==> config.mk <==
export PLATFORM = sky130hd
export DESIGN_NAME = scaw_mul
export DESIGN_NICKNAME = d
export VERILOG_FILES = /design/src/sv/scaw_pkg.sv /design/src/sv/scaw_mul.sv
export SDC_FILE = /design/constraint.sdc
export NUM_CORES = 1
export LEC_CHECK = 0
export ABC_AREA = 1
export BUFFER_PORTS_ARGS = -buffer_cell sky130_fd_sc_hd__buf_2
export CORE_MARGIN = 3
export CORE_UTILIZATION = 60
export CTS_CLUSTER_SIZE = 10
export DETAILED_ROUTE_END_ITERATION = 16
export PLACE_DENSITY = 0.84
export RECOVER_POWER = 50
export SETUP_SLACK_MARGIN = 0.05
export SKIP_CTS_REPAIR_TIMING = 1
export SYNTH_ARGS = -nofsm -noshare
export SYNTH_HDL_FRONTEND = slang
export SYNTH_SLANG_ARGS = --single-unit
==> constraint.sdc <==
create_clock -name clk -period 4.6 [get_ports clk]
set_input_delay 0.23 -clock clk [delete_from_list [all_inputs] [get_ports clk]]
set_output_delay 0.23 -clock clk [all_outputs]
set_load 0.05 [all_outputs]
==> src/sv/scaw_pkg.sv <==
package scaw_pkg;

  localparam int VALUE_W        = 48;
  localparam int FRAC_BITS      = 16;
  localparam int RANK_W         = 8;
  localparam int PROD_W         = 64;
  localparam int DIV_W          = 64;
  localparam int DEF_MAX_WINDOW = 64;
  localparam int DEC_MAX        = 4;
  localparam int POW10_W        = 14;
  localparam int MUL_CNT_W      = $clog2(VALUE_W);
  localparam int DIV_CNT_W      = $clog2(DIV_W);

  localparam logic [RANK_W-1:0] RANK_CMP = {RANK_W{1'b1}};

  localparam logic [POW10_W-1:0] POW10 [DEC_MAX+1] = '{
    14'd1, 14'd10, 14'd100, 14'd1000, 14'd10000
  };

  typedef enum logic [3:0] {
    OP_ADD     = 4'd0,
    OP_SUB     = 4'd1,
    OP_MUL     = 4'd2,
    OP_DIV     = 4'd3,
    OP_MOD     = 4'd4,
    OP_MAX     = 4'd5,
    OP_MIN     = 4'd6,
    OP_REACH   = 4'd7,
    OP_NREACH  = 4'd8,
    OP_WINMAX  = 4'd9,
    OP_WINMIN  = 4'd10,
    OP_WINMEAN = 4'd11,
    OP_ARRMAX  = 4'd12,
    OP_ARRMIN  = 4'd13,
    OP_TRUNC   = 4'd14,
    OP_ROUND   = 4'd15
  } op_t;

  typedef enum logic [2:0] {
    S_IDLE,
    S_OP,
    S_MUL,
    S_DEC,
    S_DGO,
    S_DIV,
    S_SCAN,
    S_FIN
  } state_t;

  typedef struct packed {
    logic busy;
    logic done;
  } unit_stat_t;

endpackage

==> src/sv/scaw_mul.sv <==
module scaw_mul import scaw_pkg::*; (
  input  logic                      clk,
  input  logic                      rst_n,
  input  logic                      start,
  input  logic signed [VALUE_W-1:0] a,
  input  logic signed [VALUE_W-1:0] b,
  output unit_stat_t                stat,
  output logic [PROD_W-1:0]         prod
);

  logic [PROD_W-1:0]    acc_r, acc_nxt;
  logic [PROD_W-1:0]    mcand_r, mcand_nxt;
  logic [VALUE_W-1:0]   mplier_r, mplier_nxt;
  logic [MUL_CNT_W-1:0] cnt_r, cnt_nxt;
  logic                 busy_r, busy_nxt;
  logic                 done_r, done_nxt;
  logic [PROD_W-1:0]    addend;
  logic                 last_step;

  always_comb begin
    acc_nxt    = acc_r;
    mcand_nxt  = mcand_r;
    mplier_nxt = mplier_r;
    cnt_nxt    = cnt_r;
    busy_nxt   = busy_r;
    done_nxt   = 1'b0;
    addend     = mplier_r[0] ? mcand_r : '0;
    last_step  = cnt_r == MUL_CNT_W'(VALUE_W - 1);
    if (start) begin
      acc_nxt    = '0;
      mcand_nxt  = PROD_W'(a);
      mplier_nxt = b;
      cnt_nxt    = '0;
      busy_nxt   = 1'b1;
    end else if (busy_r) begin
      // top bit of the multiplier carries negative weight
      acc_nxt    = last_step ? acc_r - addend : acc_r + addend;
      mcand_nxt  = {mcand_r[PROD_W-2:0], 1'b0};
      mplier_nxt = {1'b0, mplier_r[VALUE_W-1:1]};
      cnt_nxt    = cnt_r + 1'b1;
      if (last_step) begin
        busy_nxt = 1'b0;
        done_nxt = 1'b1;
      end
    end
  end

  always_ff @(posedge clk) begin
    if (!rst_n) begin
      busy_r <= 1'b0;
      done_r <= 1'b0;
      cnt_r  <= '0;
    end else begin
      busy_r <= busy_nxt;
      done_r <= done_nxt;
      cnt_r  <= cnt_nxt;
    end
  end

  always_ff @(posedge clk) begin
    acc_r    <= acc_nxt;
    mcand_r  <= mcand_nxt;
    mplier_r <= mplier_nxt;
  end

  assign stat.busy = busy_r;
  assign stat.done = done_r;
  assign prod      = acc_r;

endmodule

==> impl_metrics.ini <==
[timing]
period_minus_slack_ns = 4.29
hold_slack_ns = 0.0466
fmax_ghz = 0.233
clock-skew-final_ns = 0.0190
hold_viol_final = 0
maxSlewViolCount = 139
rsz0062_at_grt = false
fin_crit_sh = 0.933
max_slew_margin = -0.373
setup_tns_ns = 0
worst_pin_slew_ns = 2.06
finalSetupViolCount = 0

[floorplanning]
die_h_microns = 161
core-area_sq_um = 23600
die_w_microns = 161
io_pins = 165
rows = 56
die-area_sq_um = 26100
initial_core_util = 0.614

[clock_network]
insertion_delay_ns = 0.44
clkTransAtPathRegs_ns = 0.09
clk_path_buf_depth = 2
cts_tree = built
cts_buffers = 17
clock_sinks = 184
cts_max_level = 4
cts_root_buf = clkbuf_16

[routing]
vias = 14800
wl_per_cell_microns = 16.8
routed_wl_mm = 45.2
drt_pass1_iterations = 6
drtIter0Drc = 1760
postRouteAntennaNets = 0
drcViolationCount = 0
viasPerCell = 5.51

[power]
p_leak_uw = 0.00816
p_sw_uw = 2150
swShare = 0.398
powerDensity_nw_per_um2 = 336
power_uw = 5400
p_int_uw = 3250
seqPwrFrac = 0.385
ir_drop_v = 0.000259
combPwrFrac = 0.324
clockPowerShare = 0.291

[setup_path]
worstSetupPathType = reg -> reg
required_ns = 4.95
path_max_fanout = 6
cp-end-kind = flop
ff2ff_path_depth = 26
r2r_slack_ns = 0.31
r2r_start = mplier_r[0]$_DFFE_PP_
start_kind = flop
crit_arrival_ns = 4.64
r2r_end = prod[59]$_SDFFE_PP0P_

[grt]
grt.overflow.total = 0
grt_pass1_wl_mm = 71.1
grt_pass1_vias = 13900
grt_usage = 0.344
antenna_found_initial = 0
grt_max_degree = 111

[cells_and_area]
drive_gt1_frac = 0.0954
antenna_cells = 0
nets = 2522
syn2layout_area_growth_pct = 10.9
final_core_util = 0.681
fillers = 2163

[yosys]
syn-num-nets = 2384
synth_area_leaders = edfxtp_1 (23%), nand2_1 (20%), dfxtp_1 (9.9%)
syn_area_sq_um = 14500
synth_most_common_cell = nand2_1
yosysWarnings = 0
ys_ff_latch = 184
synth_top_area_cell = edfxtp_1
synth_edf_count = 112
ys_seq_area_frac = 0.331
synth_flop_cell = edfxtp_1
syn_inst = 2219
synth_top_area_frac = 0.232
post_synth.cell_area_avg_sq_um = 6.53
netlist_top_cells_count = nand2_1 (773), nor2_1 (305), inv_1 (279)
synth_cell_types = 50
ys_async_sr_fraction = 0

[place]
place.gp.congestion = 1.00
io_buffers = 164
post-dp-hpwl_mm = 35.6

[worst_hold_path]
hold_path_end = busy_r$_SDFF_PN0_
min_from = rst_n
min_path_type = in -> reg
min_path_cells = 3

[outcome]
violations = max-capacitance violations, max-slew violations
status = complete, but fails checks

[job]
drv_cap = 2
cells in the final DEF (no fill, tap or decap), drive strengths merged, types with 15 or more instances in the layout:
master | Yosys | final
a21oi | 107 | 107
buf | 20 | 111
inv | 285 | 292
clkbuf | 39 | 85
nand2 | 814 | 814
nor2 | 319 | 319
o21bai | 15 | 15
nor3 | 28 | 28
dfxtp | 72 | 72
edfxtp | 112 | 112
ha | 65 | 65
xor2 | 65 | 65
nand3 | 91 | 91
o21ai | 108 | 108
xnor2 | 18 | 18
cells by family (layout without fill, tap and decap cells):
logic type / after synthesis / after routing / synth area share
AOI/OAI and AO/OA: 255 / 255 / 0.0976
xor gates and xnor gates: 83 / 83 / 0.0501
adders and majority gates: 66 / 66 / 0.0575
buffers and inverters: 344 / 495 / 0.0945
DFF: 184 / 184 / 0.331
and+or+nand+nor: 1287 / 1287 / 0.369
power groups by stage:
| stage | clock network [uW] | logic (uW) | registers [uW] |
|---|---|---|---|
| global placement | 0 | 1680 | 2100 |
| CTS | 1590 | 1720 | 2080 |
| floorplan | 0 | 1080 | 2270 |
| global route | 1640 | 1920 | 2100 |
| detailed placement | 0 | 1710 | 2110 |
| finish | 1570 | 1750 | 2080 |
registers in the layout, summed over array words and instances (netlist names):
signal    count
prod         64
mplier_r     48
done_r        1
cnt_r         6
busy_r        1
mcand_r      64
per-layer routing:
| metal | vias up | share of wire | GRT usage |
|---|---|---|---|
| li1 | 7288 | - | - |
| met1 | 6690 | 0.43 | 0.486 |
| met2 | 734 | 0.44 | 0.539 |
| met3 | 115 | 0.094 | 0.0495 |
| met4 | 0 | 0.037 | 0.124 |
| met5 | - | 0 | 0 |
per-stage QoR:
stage / cells / instance area [sq um] / worst slack (ns)
floorplan: 2219 / 14500 / 1.12
global placement: 2655 / 15500 / 0.341
detailed placement: 2655 / 15500 / 0.171
CTS: 2687 / 16100 / 0.177
global route: 2689 / 16100 / 0.0625
finish: 2689 / 16100 / 0.308
critical path: stages, from the launching register on:
cell and delay (ns):
edfxtp_1 0.41, buf_4 0.18, nand2_4 0.08, ha_1 0.17
nand2_1 0.07, nor2_2 0.11, nand2_2 0.08, nor2_4 0.11
nand3_2 0.12, nor2_4 0.15, nand3_2 0.14, o21ai_4 0.25
nand2_2 0.10, nor2_2 0.12, xnor2_1 0.11, ha_2 0.45
nand2_1 0.11, nor2_1 0.21, inv_1 0.08, nor3_1 0.32
inv_1 0.13, nor4_1 0.28, nand2_1 0.11, nand3_1 0.12
nand3_1 0.08, nand2_1 0.09, inv_1 0.04
final cells by class:
cell class                      count  area, sq um  area share
Multi-Input combinational cell   1691         8330       0.518
Clock buffer                       18          429      0.0267
Tap cell                          319          399      0.0248
Clock inverter                     14          174      0.0108
Sequential cell                   184         4800       0.299
Timing Repair Buffer              178          866      0.0539
Inverter                          285         1070      0.0668
worst max-delay path by stage:
| stage | slack [ns] | end | start |
|---|---|---|---|
| floorplan | 1.12 | prod[59]$_SDFFE_PP0P_ | mplier_r[0]$_DFFE_PP_ |
| global placement | 0.34 | prod[59]$_SDFFE_PP0P_ | mplier_r[0]$_DFFE_PP_ |
| detailed placement | 0.17 | prod[59]$_SDFFE_PP0P_ | mplier_r[0]$_DFFE_PP_ |
| CTS | 0.18 | prod[59]$_SDFFE_PP0P_ | mplier_r[0]$_DFFE_PP_ |
| global route | 0.06 | prod[59]$_SDFFE_PP0P_ | mplier_r[0]$_DFFE_PP_ |
| finish | 0.31 | prod[59]$_SDFFE_PP0P_ | mplier_r[0]$_DFFE_PP_ |
No activity file was read; power rests on OpenSTA's default activity.
