$ cat config.mk
export PLATFORM = sky130hd
export DESIGN_NAME = scaw_div
export DESIGN_NICKNAME = d
export VERILOG_FILES = /design/src/sv/scaw_pkg.sv /design/src/sv/scaw_div.sv
export SDC_FILE = /design/constraint.sdc
export NUM_CORES = 1
export LEC_CHECK = 0
export BUFFER_PORTS_ARGS = -buffer_cell sky130_fd_sc_hd__clkbuf_2
export CORE_MARGIN = 4
export CORE_UTILIZATION = 55
export DETAILED_ROUTE_END_ITERATION = 6
export MAX_ROUTING_LAYER = met4
export PLACE_DENSITY = 0.82
export SYNTH_ARGS = -nofsm -noshare
export SYNTH_HDL_FRONTEND = slang
export SYNTH_SLANG_ARGS = --single-unit
export TNS_END_PERCENT = 100
$ cat constraint.sdc
create_clock -name clk -period 3.3 [get_ports clk]
set_clock_uncertainty 0.2 [all_clocks]
set_input_delay 0 -clock clk [delete_from_list [all_inputs] [get_ports clk]]
set_output_delay 0 -clock clk [all_outputs]
set_load 0.005 [all_outputs]
$ cat src/sv/scaw_pkg.sv
package scaw_pkg;

  localparam int VALUE_W        = 48;
  localparam int FRAC_BITS      = 16;
  localparam int RANK_W         = 8;
  localparam int PROD_W         = 64;
  localparam int DIV_W          = 64;
  localparam int DEF_MAX_WINDOW = 64;
  localparam int DEC_MAX        = 4;
  localparam int POW10_W        = 14;
  localparam int MUL_CNT_W      = $clog2(VALUE_W);
  localparam int DIV_CNT_W      = $clog2(DIV_W);

  localparam logic [RANK_W-1:0] RANK_CMP = {RANK_W{1'b1}};

  localparam logic [POW10_W-1:0] POW10 [DEC_MAX+1] = '{
    14'd1, 14'd10, 14'd100, 14'd1000, 14'd10000
  };

  typedef enum logic [3:0] {
    OP_ADD     = 4'd0,
    OP_SUB     = 4'd1,
    OP_MUL     = 4'd2,
    OP_DIV     = 4'd3,
    OP_MOD     = 4'd4,
    OP_MAX     = 4'd5,
    OP_MIN     = 4'd6,
    OP_REACH   = 4'd7,
    OP_NREACH  = 4'd8,
    OP_WINMAX  = 4'd9,
    OP_WINMIN  = 4'd10,
    OP_WINMEAN = 4'd11,
    OP_ARRMAX  = 4'd12,
    OP_ARRMIN  = 4'd13,
    OP_TRUNC   = 4'd14,
    OP_ROUND   = 4'd15
  } op_t;

  typedef enum logic [2:0] {
    S_IDLE,
    S_OP,
    S_MUL,
    S_DEC,
    S_DGO,
    S_DIV,
    S_SCAN,
    S_FIN
  } state_t;

  typedef struct packed {
    logic busy;
    logic done;
  } unit_stat_t;

endpackage

$ cat src/sv/scaw_div.sv
module scaw_div import scaw_pkg::*; (
  input  logic               clk,
  input  logic               rst_n,
  input  logic               start,
  input  logic [DIV_W-1:0]   dividend,
  input  logic [VALUE_W-1:0] divisor,
  output unit_stat_t         stat,
  output logic [DIV_W-1:0]   quot,
  output logic [VALUE_W-1:0] rem
);

  logic [DIV_W-1:0]     dvd_r, dvd_nxt;
  logic [VALUE_W-1:0]   rem_r, rem_nxt;
  logic [VALUE_W-1:0]   dsr_r, dsr_nxt;
  logic [DIV_CNT_W-1:0] cnt_r, cnt_nxt;
  logic                 busy_r, busy_nxt;
  logic                 done_r, done_nxt;
  logic [VALUE_W:0]     trial;
  logic                 ge;

  always_comb begin
    dvd_nxt  = dvd_r;
    rem_nxt  = rem_r;
    dsr_nxt  = dsr_r;
    cnt_nxt  = cnt_r;
    busy_nxt = busy_r;
    done_nxt = 1'b0;
    trial    = {rem_r, dvd_r[DIV_W-1]};
    ge       = trial >= {1'b0, dsr_r};
    if (start) begin
      dvd_nxt  = dividend;
      rem_nxt  = '0;
      dsr_nxt  = divisor;
      cnt_nxt  = '0;
      busy_nxt = 1'b1;
    end else if (busy_r) begin
      // quotient bits fill the dividend register from below
      rem_nxt = ge ? VALUE_W'(trial - {1'b0, dsr_r}) : VALUE_W'(trial);
      dvd_nxt = {dvd_r[DIV_W-2:0], ge};
      cnt_nxt = cnt_r + 1'b1;
      if (cnt_r == DIV_CNT_W'(DIV_W - 1)) begin
        busy_nxt = 1'b0;
        done_nxt = 1'b1;
      end
    end
  end

  always_ff @(posedge clk) begin
    if (!rst_n) begin
      busy_r <= 1'b0;
      done_r <= 1'b0;
      cnt_r  <= '0;
    end else begin
      busy_r <= busy_nxt;
      done_r <= done_nxt;
      cnt_r  <= cnt_nxt;
    end
  end

  always_ff @(posedge clk) begin
    dvd_r <= dvd_nxt;
    rem_r <= rem_nxt;
    dsr_r <= dsr_nxt;
  end

  assign stat.busy = busy_r;
  assign stat.done = done_r;
  assign quot      = dvd_r;
  assign rem       = rem_r;

`ifndef ASSERT_OFF
  a_no_restart: assert property (@(posedge clk) disable iff (!rst_n)
    start |-> !busy_r)
    else $error("divider started while busy");
  a_done_ends_busy: assert property (@(posedge clk) disable iff (!rst_n)
    done_r |-> !busy_r)
    else $error("divider done while still busy");
`endif

endmodule

==> run_results.csv <==
group,metric,value,unit
logic_synthesis,yosysMostFrequentCell,"edfxtp_1",
critical_path,slowest_stage,"a2111o_1",
grt,antenna_found_initial,0,
die,die_h,140,µm
timing,hold_violations,0,
final_layout,stdcell_count,1538,
grt,grt_pass1_vias,9265,
logic_synthesis,synth_mux_area_frac,0.0861,
critical_path,critPathMaxStageDelay,0.46,ns
die,coreArea,17200,µm²
cts,clkSinkCount,168,
placed_design,place_area,11100,µm²
grt,gr-usage-all-layers,0.325,
logic_synthesis,syn-mean-instance-area,10.3,µm²
grt,overflow,0,
timing,timing.hold.ws,0.0650,ns
logic_synthesis,ys_seq_elements,168,
timing,finalSetupViolCount,0,
die,start_util,0.559,
power_and_ir_drop,p_seq_frac,0.413,
timing,finalMaxSlewViolations,0,
logic_synthesis,syn_nets,1104,
die,io_pins,229,
routing,avgRoutedWirePerCell,20.8,µm
logic_synthesis,synth.top_cell.area_share,0.349,
timing,fin_crit,3.30,ns
logic_synthesis,synth-xor-area-share,0.0418,
timing,finalCritPeriodShare,0.999,
timing,worst_slack,0.00436,ns
critical_path,arrival,3.43,ns
final_layout,finalInstanceArea,13200,µm²
logic_synthesis,synthArstFlopShare,0,
cts,cts_buffers,17,
critical_path,cp-end-kind,"flip-flop",
logic_synthesis,netlist_top_cells_count,"edfxtp_1, nor2_1, a21oi_1",
placed_design,pre_cts_ws,-0.0522,ns
final_layout,fin_nets,1465,
power_and_ir_drop,p_clk_frac,0.321,
grt,grt_pass1_wl,49000,µm
timing,rsz0062_at_grt,"yes",
logic_synthesis,synth-compound-area-share,0.175,
logic_synthesis,yosys_warnings,0,
placed_design,place_inst,1383,
routing,routed_wl,32100,µm
logic_synthesis,synth-seq-area-share,0.465,
power_and_ir_drop,p_leak,5.70,nW
cts,clock_path_buffers,2,
final_layout,diodes,0,
placed_design,portBuffers,228,
critical_path,path_cells,"ha_2 > fa_2 > nor2b_4 > o31ai_4 > a2111o_1 > a211o_1 > nand2_2 > a21oi_2 > o221ai_2 > xnor2_1 > o21ai_1 > a22o_1",
routing,vias,9127,
routing,vias_per_cell,5.93,
critical_path,path_max_fanout,4,
power_and_ir_drop,switching_share,0.325,
logic_synthesis,synth-simple-area-share,0.116,
logic_synthesis,postSynthCellCount,939,
cts,clk_latency,0.45,ns
timing,relSlewSlack,0.393,
cts,cts-htree-levels,4,
logic_synthesis,synth_top_family_by_area,"compound AO/OA/AOI/OAI gates",
routing,first_iter_violations,1032,
final_layout,fillCellCount,1031,
die,dieArea,19700,µm²
critical_path,crit_family,"compound AO/OA/AOI/OAI gates",
placed_design,dpl.hpwl,19400,µm
critical_path,path_class,"reg -> reg",
outcome,status,"completed",
run,drv_cap,0,
critical_path,cp.required,3.44,ns
placed_design,place_congestion,0.959,
cts,cts.root.buffer_cell,"clkbuf_16",
power_and_ir_drop,p_int,0.00423,W
die,core.rowCount,48,
critical_path,crit_buf_inv,0,
critical_path,setup.worst_path.start_class,"flip-flop",
routing,final_antenna_net_count,0,
final_layout,syn_to_final_growth,37.3,%
logic_synthesis,synth_ff_type,"edfxtp_1",
cts,clk_pin_slew_worst_paths,0.08,ns
logic_synthesis,syn_area,9640,µm²
logic_synthesis,synth.area.top_cells,"edfxtp_1, dfxtp_1, mux2_2",
power_and_ir_drop,p_comb_frac,0.266,
die,fp.dieW,140,µm
final_layout,multiInputGateArea,4940,µm²
timing,finalSetupTns,0,ns
timing,max_freq,303,MHz
power_and_ir_drop,powerDensity,473,nW/µm²
routing,first_pass_iters,5,
timing,tightest_slew,0.911,ns
logic_synthesis,yosysTopAreaCell,"edfxtp_1",
final_layout,seqCellArea,4490,µm²
logic_synthesis,synth_cell_types,67,
logic_synthesis,synth_enable_flop_cells,112,
cts,cts_tree,"built",
routing,drc,0,
grt,grt_max_degree,73,
power_and_ir_drop,power.switching,0.00203,W
worst_hold_path,hold_path_class,"in -> reg",
final_layout,drive_above_1_share,0.335,
power_and_ir_drop,ir_drop,437,µV
logic_synthesis,synthAdderAreaFrac,0.0657,
==> routing by layer <==
metal	global-route usage	up-vias	share of wire
li1	-	4156	-
met1	0.363	4308	0.36
met2	0.560	518	0.51
met3	0.0703	145	0.077
met4	0.139	0	0.051
met5	-	-	0
==> kinds of logic after synthesis <==
logic type / count (synthesis)
AOI/OAI and AO/OA: 250
and+or+nand+nor: 238
DFF: 168
buffers and inverters: 112
muxes: 75
adders and majority gates: 50
xor gates and xnor gates: 46
==> worst paths after layout <==
kind,startpoint,endpoint,slack [ns],cells past startpoint
min,divisor[36],dsr_r[36]$_DFFE_PP_,0.07,2
max reg2reg,dsr_r[0]$_DFFE_PP_,rem[40]$_SDFFE_PP0P_,0.004,12
min reg2reg,rem[2]$_SDFFE_PP0P_,rem[2]$_SDFFE_PP0P_,0.29,2
max,dsr_r[0]$_DFFE_PP_,rem[40]$_SDFFE_PP0P_,0.004,12
==> power by group through the flow <==
stage               clock network [W]  logic [W]  registers, W
detailed placement                  0    0.00138       0.00261
global route                  0.00211    0.00178       0.00260
floorplan                           0   0.000883       0.00260
finish                        0.00201    0.00167       0.00259
global placement                    0    0.00135       0.00260
CTS                           0.00199    0.00151       0.00257
==> area by class of cell <==
type,count,area share
Tap cell,225,0.0213
Multi-Input combinational cell,659,0.373
Timing Repair Buffer,390,0.204
Sequential cell,168,0.339
Clock buffer,18,0.0324
Inverter,64,0.0182
Clock inverter,14,0.0114
==> sequential cells by signal, indices dropped and copies added (netlist names) <==
register  flops
cnt_r         6
done_r        1
quot         64
busy_r        1
rem          48
dsr_r        48
==> worst reg2reg max path, delay by kind of cell (launching register included) <==
kind	cells	cell delay, ns
fa+ha+maj	2	0.63
xor+xnor	1	0.16
compound gates	7	1.51
flops	1	0.40
simple gates	2	0.28
==> per-stage QoR <==
step / utilization / total power, W
detailed placement: 0.647 / 0.00399
CTS: 0.750 / 0.00607
finish: 0.767 / 0.00626
floorplan: - / 0.00348
global route: 0.767 / 0.00650
global placement: 0.647 / 0.00395
==> cells in the final DEF, fill, tap and decap left out, drive strengths merged, types with 27 or more instances in the layout <==
cell and instances:
a211oi 35, a21oi 87, buf 45, clkbuf 245, dfxtp 56, dlygate4sd3 118
edfxtp 112, ha 49, inv 71, mux2 63, nand2 60, nor2 98
o21ai 47, xor2 27
==> repair_timing <==
action                                  4_1_cts  5_1_grt
hold endpoints to repair                    140        0
gates resized for setup                       4       50
pin swaps                                     1       15
endpoints found under the setup margin        3       48
hold buffers                                118        0
setup buffers                                 0        5
No activity file was read; power rests on OpenSTA's default activity.
