--- src/sv/scaw_pkg.sv ---
package scaw_pkg;

  localparam int VALUE_W        = 48;
  localparam int FRAC_BITS      = 16;
  localparam int RANK_W         = 8;
  localparam int PROD_W         = 64;
  localparam int DIV_W          = 64;
  localparam int DEF_MAX_WINDOW = 64;
  localparam int DEC_MAX        = 4;
  localparam int POW10_W        = 14;
  localparam int MUL_CNT_W      = $clog2(VALUE_W);
  localparam int DIV_CNT_W      = $clog2(DIV_W);

  localparam logic [RANK_W-1:0] RANK_CMP = {RANK_W{1'b1}};

  localparam logic [POW10_W-1:0] POW10 [DEC_MAX+1] = '{
    14'd1, 14'd10, 14'd100, 14'd1000, 14'd10000
  };

  typedef enum logic [3:0] {
    OP_ADD     = 4'd0,
    OP_SUB     = 4'd1,
    OP_MUL     = 4'd2,
    OP_DIV     = 4'd3,
    OP_MOD     = 4'd4,
    OP_MAX     = 4'd5,
    OP_MIN     = 4'd6,
    OP_REACH   = 4'd7,
    OP_NREACH  = 4'd8,
    OP_WINMAX  = 4'd9,
    OP_WINMIN  = 4'd10,
    OP_WINMEAN = 4'd11,
    OP_ARRMAX  = 4'd12,
    OP_ARRMIN  = 4'd13,
    OP_TRUNC   = 4'd14,
    OP_ROUND   = 4'd15
  } op_t;

  typedef enum logic [2:0] {
    S_IDLE,
    S_OP,
    S_MUL,
    S_DEC,
    S_DGO,
    S_DIV,
    S_SCAN,
    S_FIN
  } state_t;

  typedef struct packed {
    logic busy;
    logic done;
  } unit_stat_t;

endpackage

--- src/sv/scaw_cell.sv ---
module scaw_cell import scaw_pkg::*; #(
  parameter int W = VALUE_W
) (
  input  logic         clk,
  input  logic         en,
  input  logic [W-1:0] d,
  output logic [W-1:0] q
);

  logic [W-1:0] q_r;

  always_ff @(posedge clk) begin
    if (en) begin
      q_r <= d;
    end
  end

  assign q = q_r;

endmodule

--- config.mk ---
export PLATFORM = sky130hd
export DESIGN_NAME = scaw_cell
export DESIGN_NICKNAME = d
export VERILOG_FILES = /design/src/sv/scaw_pkg.sv /design/src/sv/scaw_cell.sv
export SDC_FILE = /design/constraint.sdc
export NUM_CORES = 1
export LEC_CHECK = 0
export ABC_AREA = 1
export BUFFER_PORTS_ARGS = -buffer_cell sky130_fd_sc_hd__buf_4
export CELL_PAD_IN_SITES_DETAIL_PLACEMENT = 0
export CELL_PAD_IN_SITES_GLOBAL_PLACEMENT = 1
export CORE_UTILIZATION = 29
export DETAILED_ROUTE_END_ITERATION = 10
export HOLD_SLACK_MARGIN = 0.05
export PLACE_DENSITY = 0.79
export SLEW_MARGIN = 20
export SYNTH_ARGS = -nofsm -noshare
export SYNTH_HDL_FRONTEND = slang
export SYNTH_SLANG_ARGS = --single-unit
--- constraint.sdc ---
create_clock -name clk -period 0.8 [get_ports clk]
set_input_delay 0 -clock clk [delete_from_list [all_inputs] [get_ports clk]]
set_output_delay 0 -clock clk [all_outputs]
set_load 0.02 [all_outputs]
==> impl_metrics.ini, run 1 <==
[finish]
drive_above_1_share = 0.512
multiInputGateArea_sq_um = 0
largest_register_ffs = 48
syn_to_final_growth_pct = 111
stdcell_count = 270
fillers = 360
fin_nets = 252
multi_input_cells = 0
postLayoutCellArea_sq_um = 3030
register_area_sq_um = 1440
n_antenna_cell = 0

[clocking]
cts_tree = built
cts_root_buffer = clkbuf_8
clkTransAtPathRegs_ns = 0.08
clk_path_buf_depth = 2
htreeDepth = 2
cts_sinks = 48
cts_made_buffers = 5

[detailed_routing]
via_per_inst = 3.93
routed_wl_um = 3660
drc = 0
ant_nets = 0
dr.pass1.iters = 3
vias = 1061
wl_per_cell_um = 13.6
drt_iter0_markers = 64

[synthesis]
yosysWarnings = 0
syn_inst = 48
synth.top_cell.area_share = 1.00
synthArstFlopShare = 0
synthMostInstantiatedCell = edfxtp_1
synth_enable_flop_cells = 48
synth_flop_cell = edfxtp_1
yosys.area.top_type = edfxtp_1
yosysUniqueCellTypes = 1
synth.avg_cell_area_sq_um = 30.0
synth_area_sq_um = 1440
synthTopCellsByArea = edfxtp_1 100%
ys_ff_latch = 48
yosysSeqAreaShare = 1.00
synth_nets = 98
synth_common_cells = 48 x edfxtp_1

[place]
dp_hpwl_um = 2150
place_inst = 214
placed_area_sq_um = 2290
gp_congestion = 0.682
portBuffers = 97

[global_route]
grt_use_total = 0.141
grt_max_degree = 25
first_global_vias = 1094
grt_pass1_wl_um = 5270
antenna_found_initial = 0
grt-ovfl-total = 0

[pwr]
powerDensity_nw_per_um2 = 1820
p_total_mw = 5.52
p_leak_nw = 1.25
irDropWorstVdd_mv = 1.04

[setup_path]
worst_path_largest_cell_delay_ns = 0.43
cp_slowest_cell = edfxtp_1
cp-end-kind = output pin
required_ns = 0.80
cp_max_fo = 1
critPathKind = register to output pin
cp_cell_sequence = buf_6
startpoint_type = register
critPathBufInv = 1
worstPathArrival_ns = 0.87
crit_family = flip-flops

[timing]
setup_tns_ns = -1.25
layout_min_cycle_time_ns = 0.871
fin_crit_sh = 1.09
fmax_mhz = 1150
finalHoldViolCount = 0
timing.slew.headroom = 0.909
final_max_slew_viol_count = 0
fin_hold_ws_ns = 0.140
rsz0062_at_grt = true
tightest_slew_ns = 0.137
final-setup-viol-count = 48
worst_slack_ns = -0.0713

[floorplanning]
core_area_sq_um = 4750
die_x_um = 72.5
initial_core_util = 0.303
dieArea_sq_um = 5260
die_h_um = 72.5
rows = 25
boundaryPins = 98

[outcome]
violations = negative setup slack
outcome = finished, violations left

[job]
drv_cap = 0

[min_path]
hold_path.class = primary input to register
min_path_cells = 2
min-delay-start = en
min_to = q[6]
how the worst max path moves through the flow:
| stage | from | end | slack (ns) | cells after the start |
|---|---|---|---|---|
| 6_report | q[9] | q[9] | -0.07 | 1 |
| 5_1_grt | q[9] | q[9] | -0.12 | 1 |
| 4_1_cts | q[9] | q[9] | -0.09 | 1 |
| 3_5_place_dp | en | q[16] | 0.19 | 2 |
| 3_3_place_gp | en | q[9] | 0.21 | 2 |
| 2_1_floorplan | q[0] | q[0] | 0.35 | 0 |
routing by layer:
layer,share of wire,wire (um),track usage,up-vias
met4,0.014,52,0.0523,0
met5,0,0,0,-
met3,0.082,301,0.0542,6
li1,-,-,-,501
met2,0.49,1810,0.236,71
met1,0.41,1500,0.166,483
metrics by stage:
step           utilization  setup WS, ns
3_3_place_gp         0.482         0.208
4_1_cts              0.632       -0.0873
6_report             0.638       -0.0713
5_1_grt              0.638        -0.117
3_5_place_dp         0.482         0.193
2_1_floorplan            -         0.351
kinds of logic after synthesis:
kind of cell and synth area share:
flops 1.00
layout make-up:
class                   instances  share of cell area
well taps                      67              0.0276
clock inverters                 1             0.00124
clock buffers                   7              0.0252
repair buffers                147               0.471
flip-flops and latches         48               0.475
cell usage in the layout, fill, tap and decap left out, drive strengths merged:
cell / instances
buf: 99
clkbuf: 7
clkinv: 1
dlygate4sd3: 48
edfxtp: 48
power by group:
group / internal (mW) / total (mW) / leakage (nW) / switching (mW)
clock network: 0.609 / 1.33 / 0.0399 / 0.718
logic: 0.663 / 1.11 / 0.745 / 0.444
registers: 2.99 / 3.09 / 0.470 / 0.0971
total: 4.26 / 5.52 / 1.25 / 1.26
what timing repair did:
action,CTS,global route
hold buffers,48,0
buffers inserted,0,0
hold endpoints to repair,48,0
resized for setup,40,8
endpoints found under the setup margin,48,48
(Power assumes the default switching activity.)
==> run 2, diff against run 1 <==
- ABC_AREA: 1 -> default
- CORE_MARGIN: default -> 4
- CORE_UTILIZATION: 29 -> 30
- CTS_BUF_LIST: default -> sky130_fd_sc_hd__clkbuf_4
- PLACE_DENSITY: 0.79 -> 0.82
==> impl_metrics.ini, run 2 (synthesized netlist as in run 1, its figures left out) <==
[outcome]
outcome = finished, violations left
violations = negative setup slack

[floorplanning]
dieArea_sq_um = 5980
boundaryPins = 98
core_area_sq_um = 4500
initial_core_util = 0.320
die_x_um = 77.3
rows = 24
die_h_um = 77.3

[place]
gp_congestion = 0.673
place_inst = 199
placed_area_sq_um = 2270
portBuffers = 97

[timing]
layout_min_cycle_time_ns = 0.920
final-setup-viol-count = 48
fin_crit_sh = 1.15
rsz0062_at_grt = true
final_max_slew_viol_count = 0
timing.slew.headroom = 0.907
tightest_slew_ns = 0.140
finalHoldViolCount = 0
fmax_mhz = 1090
worst_slack_ns = -0.120
fin_hold_ws_ns = 0.0875
setup_tns_ns = -4.22

[setup_path]
worst_path_largest_cell_delay_ns = 0.43
startpoint = q[22]
cp_max_fo = 1
cp.depth = 1
startpoint_type = register
crit_end = q[22]
cp_cell_sequence = buf_6
cp-end-kind = output pin
required_ns = 0.80
worstPathArrival_ns = 0.92
crit_family = flip-flops
critPathKind = register to output pin
critPathBufInv = 1
cp_slowest_cell = edfxtp_1

[finish]
layout_commonest_cell = buf_4
n_antenna_cell = 0
multi_input_cells = 0
postLayoutCellArea_sq_um = 2980
drive_above_1_share = 0.515
syn_to_final_growth_pct = 107
fillers = 314
largest_register_ffs = 48
fin_nets = 252
stdcell_count = 254
final_cell_mix = 49 x buf_4, 48 x dlygate4sd3_1, 48 x buf_6, 48 x edfxtp_1, 5 x clkbuf_4
multiInputGateArea_sq_um = 0

[global_route]
grt_pass1_wl_um = 6120
antenna_found_initial = 0
grt_max_degree = 26
first_global_vias = 1214
grt_use_total = 0.139
grt-ovfl-total = 0

[pwr]
combPwrFrac = 0.215
p_switching_mw = 1.21
p_leak_nw = 1.24
p_total_mw = 5.17
p_clk_frac = 0.190
power_frac_seq = 0.595
p_sw_frac = 0.235
powerDensity_nw_per_um2 = 1740
p_int_mw = 3.96
irDropWorstVdd_mv = 0.957

[clocking]
cts_root_buffer = clkbuf_4
htreeDepth = 2
cts_made_buffers = 5
post_cts_buffers = 0
clkTransAtPathRegs_ns = 0.13
cts_tree = built
cts_sinks = 48
clk_path_buf_depth = 2

[detailed_routing]
drt_iter0_markers = 38
vias = 1060
drc = 0
via_per_inst = 4.17
wl_per_cell_um = 15.4
ant_nets = 0
routed_wl_um = 3920
dr.pass1.iters = 4

[job]
drv_cap = 0

[min_path]
hold_path.class = primary input to register
run 2: cell types whose count changed in the layout (fill, tap and decap cells not counted):
cell,delta
clkinv_1,+1
clkbuf_8,-5
clkbuf_1,-2
clkbuf_4,+5
run 2: power groups by stage:
stage	registers, mW	clock network (mW)	logic [mW]
2_1_floorplan	3.36	0	0
3_3_place_gp	3.09	0	0.797
3_5_place_dp	3.10	0	0.814
4_1_cts	3.08	1.03	1.12
5_1_grt	3.10	1.15	1.17
6_report	3.08	0.984	1.11
run 2: worst min-delay path by stage:
stage / startpoint / end / slack, ns / cells past startpoint
2_1_floorplan: d[0] / q[0] / 0.1 / 0
3_3_place_gp: d[7] / q[7] / 0.18 / 1
3_5_place_dp: d[2] / q[2] / 0.18 / 1
4_1_cts: en / q[9] / 0.07 / 2
5_1_grt: en / q[9] / 0.06 / 2
6_report: en / q[13] / 0.09 / 2
run 2: through the flow:
stage | setup slack [ns] | util
after floorplan | 0.351 | -
after global placement | 0.205 | 0.505
after detailed placement | 0.189 | 0.505
after CTS | -0.154 | 0.661
after global routing | -0.185 | 0.662
final | -0.120 | 0.662
run 2: repair_timing:
| action | CTS | global route |
|---|---|---|
| cloned | 0 | 0 |
| hold buffers | 48 | 0 |
| gates resized for setup | 47 | 1 |
| endpoints found under the setup margin | 48 | 48 |
| endpoints found under the hold margin | 48 | 0 |
run 2: final cells by class:
type / count / area, sq um / share of cell area
clock buffers: 5 / 37.5 / 0.0126
clock inverters: 2 / 7.51 / 0.00252
repair buffers: 147 / 1430 / 0.479
flip-flops and latches: 48 / 1440 / 0.484
well taps: 52 / 65.1 / 0.0218
run 2: routing by layer:
metal,up-vias,global-route usage,share of wire
li1,501,-,-
met1,500,0.125,0.31
met2,49,0.272,0.60
met3,10,0.0457,0.057
met4,0,0.0694,0.027
met5,-,0,0
==> run 3, diff against run 2 <==
- BUFFER_PORTS_ARGS: -buffer_cell sky130_fd_sc_hd__buf_4 -> -buffer_cell sky130_fd_sc_hd__buf_2
- SETUP_SLACK_MARGIN: default -> 0.4
==> impl_metrics.ini, run 3 (synthesized netlist as in run 1, its figures left out) <==
[outcome]
outcome = finished, violations left
violations = negative hold slack, negative setup slack

[setup_path]
critPathBufInv = 1
required_ns = 0.80
cp_cell_sequence = buf_6
startpoint_type = register
crit_family = flip-flops
cp_slowest_cell = edfxtp_1
cp_max_fo = 1
worst_path_largest_cell_delay_ns = 0.42
critPathKind = register to output pin
worstPathArrival_ns = 0.91
cp-end-kind = output pin

[place]
gp_congestion = 0.662
dp_hpwl_um = 2480
portBuffers = 97
place_inst = 199
placed_area_sq_um = 2030

[pwr]
powerDensity_nw_per_um2 = 2150
irDropWorstVdd_mv = 0.999
p_leak_nw = 0.972

[timing]
final_max_slew_viol_count = 0
tightest_slew_ns = 0.141
fin_crit_sh = 1.14
rsz0062_at_grt = true
layout_min_cycle_time_ns = 0.909
fin_hold_ws_ns = -0.178
finalHoldViolCount = 48
worst_slack_ns = -0.109
fmax_mhz = 1100
timing.slew.headroom = 0.906
final-setup-viol-count = 48

[floorplanning]
die_x_um = 77.3
rows = 24
core_area_sq_um = 4500
initial_core_util = 0.320
die_h_um = 77.3
dieArea_sq_um = 5980
boundaryPins = 98

[min_path]
hold_path.class = primary input to register
min_to = q[45]
min_path_cells = 1
min-delay-start = d[45]

[finish]
post-route-util = 0.508
final_cell_mix = 65 x buf_2, 48 x edfxtp_1, 32 x buf_6
n_antenna_cell = 0
stdcell_count = 207
layout_commonest_cell = buf_2
postLayoutCellArea_sq_um = 2290
syn_to_final_growth_pct = 58.8
fin_nets = 204
fillers = 386
largest_register_ffs = 48
multiInputGateArea_sq_um = 0
drive_above_1_share = 0.684
multi_input_cells = 0

[global_route]
grt_max_degree = 26
met1_usage = 0.101
grt_use_met2 = 0.188
antenna_found_initial = 0
grt-ovfl-total = 0
grt_pass1_wl_um = 4870
grt-busiest-layer = met2
grt_use_met3 = 0.0562
first_global_vias = 1002
grt_use_total = 0.108

[detailed_routing]
vias = 879
drc = 0
dr.pass1.iters = 4
ant_nets = 0
via_per_inst = 4.25
wl_per_cell_um = 15.5
drt_iter0_markers = 33
routed_wl_um = 3200

[clocking]
cts_root_buffer = clkbuf_4
clk_path_buf_depth = 2
clkTransAtPathRegs_ns = 0.12
cts_sinks = 48
htreeDepth = 2
cts_made_buffers = 5
post_cts_buffers = 0
cts_tree = built

[job]
drv_cap = 0
run 3: cell count changes in the layout (fill, tap and decap cells not counted), sizes merged:
cell / previous run / this run
clkinv: 2 / 1
dlygate4sd3: 48 / 0
clkbuf: 5 / 7
run 3: where the power goes:
part,internal (mW),leakage (nW),switching (mW)
registers,2.99,0.470,0.0733
clock network,0.407,0.0338,0.682
logic,0.372,0.468,0.400
run 3: how the worst max path moves through the flow:
stage,startpoint,endpoint,cells after the start
after floorplan,q[0],q[0],0
after global placement,en,q[45],2
after detailed placement,en,q[45],2
after CTS,q[30],q[30],1
after global routing,q[32],q[32],1
final,q[30],q[30],1
run 3: repair_timing:
action,in CTS,in global routing
setup endpoints to repair,48,48
resized for setup,36,28
endpoints found under the hold margin,48,48
run 3: through the flow:
step | setup WS [ns] | TNS [ns] | hold WS [ns] | total power [mW]
6_report | -0.109 | -4.10 | -0.178 | 4.92
4_1_cts | -0.144 | -5.44 | -0.201 | 4.93
5_1_grt | -0.186 | -7.62 | -0.232 | 5.18
2_1_floorplan | 0.351 | 0 | 0.0989 | 3.36
3_3_place_gp | 0.166 | 0 | 0.176 | 3.70
3_5_place_dp | 0.154 | 0 | 0.178 | 3.73
run 3: metal layers:
| layer | share of wire | routed length (um) |
|---|---|---|
| met5 | 0 | 0 |
| met1 | 0.31 | 998 |
| met3 | 0.083 | 264 |
| met4 | 0.030 | 97 |
| met2 | 0.57 | 1840 |
run 3: final cells by class:
cell class / count / area, sq um / share of cell area
Clock inverter: 1 / 3.75 / 0.00164
Sequential cell: 48 / 1440 / 0.630
Tap cell: 52 / 65.1 / 0.0284
Timing Repair Buffer: 99 / 726 / 0.317
Clock buffer: 7 / 52.6 / 0.0230
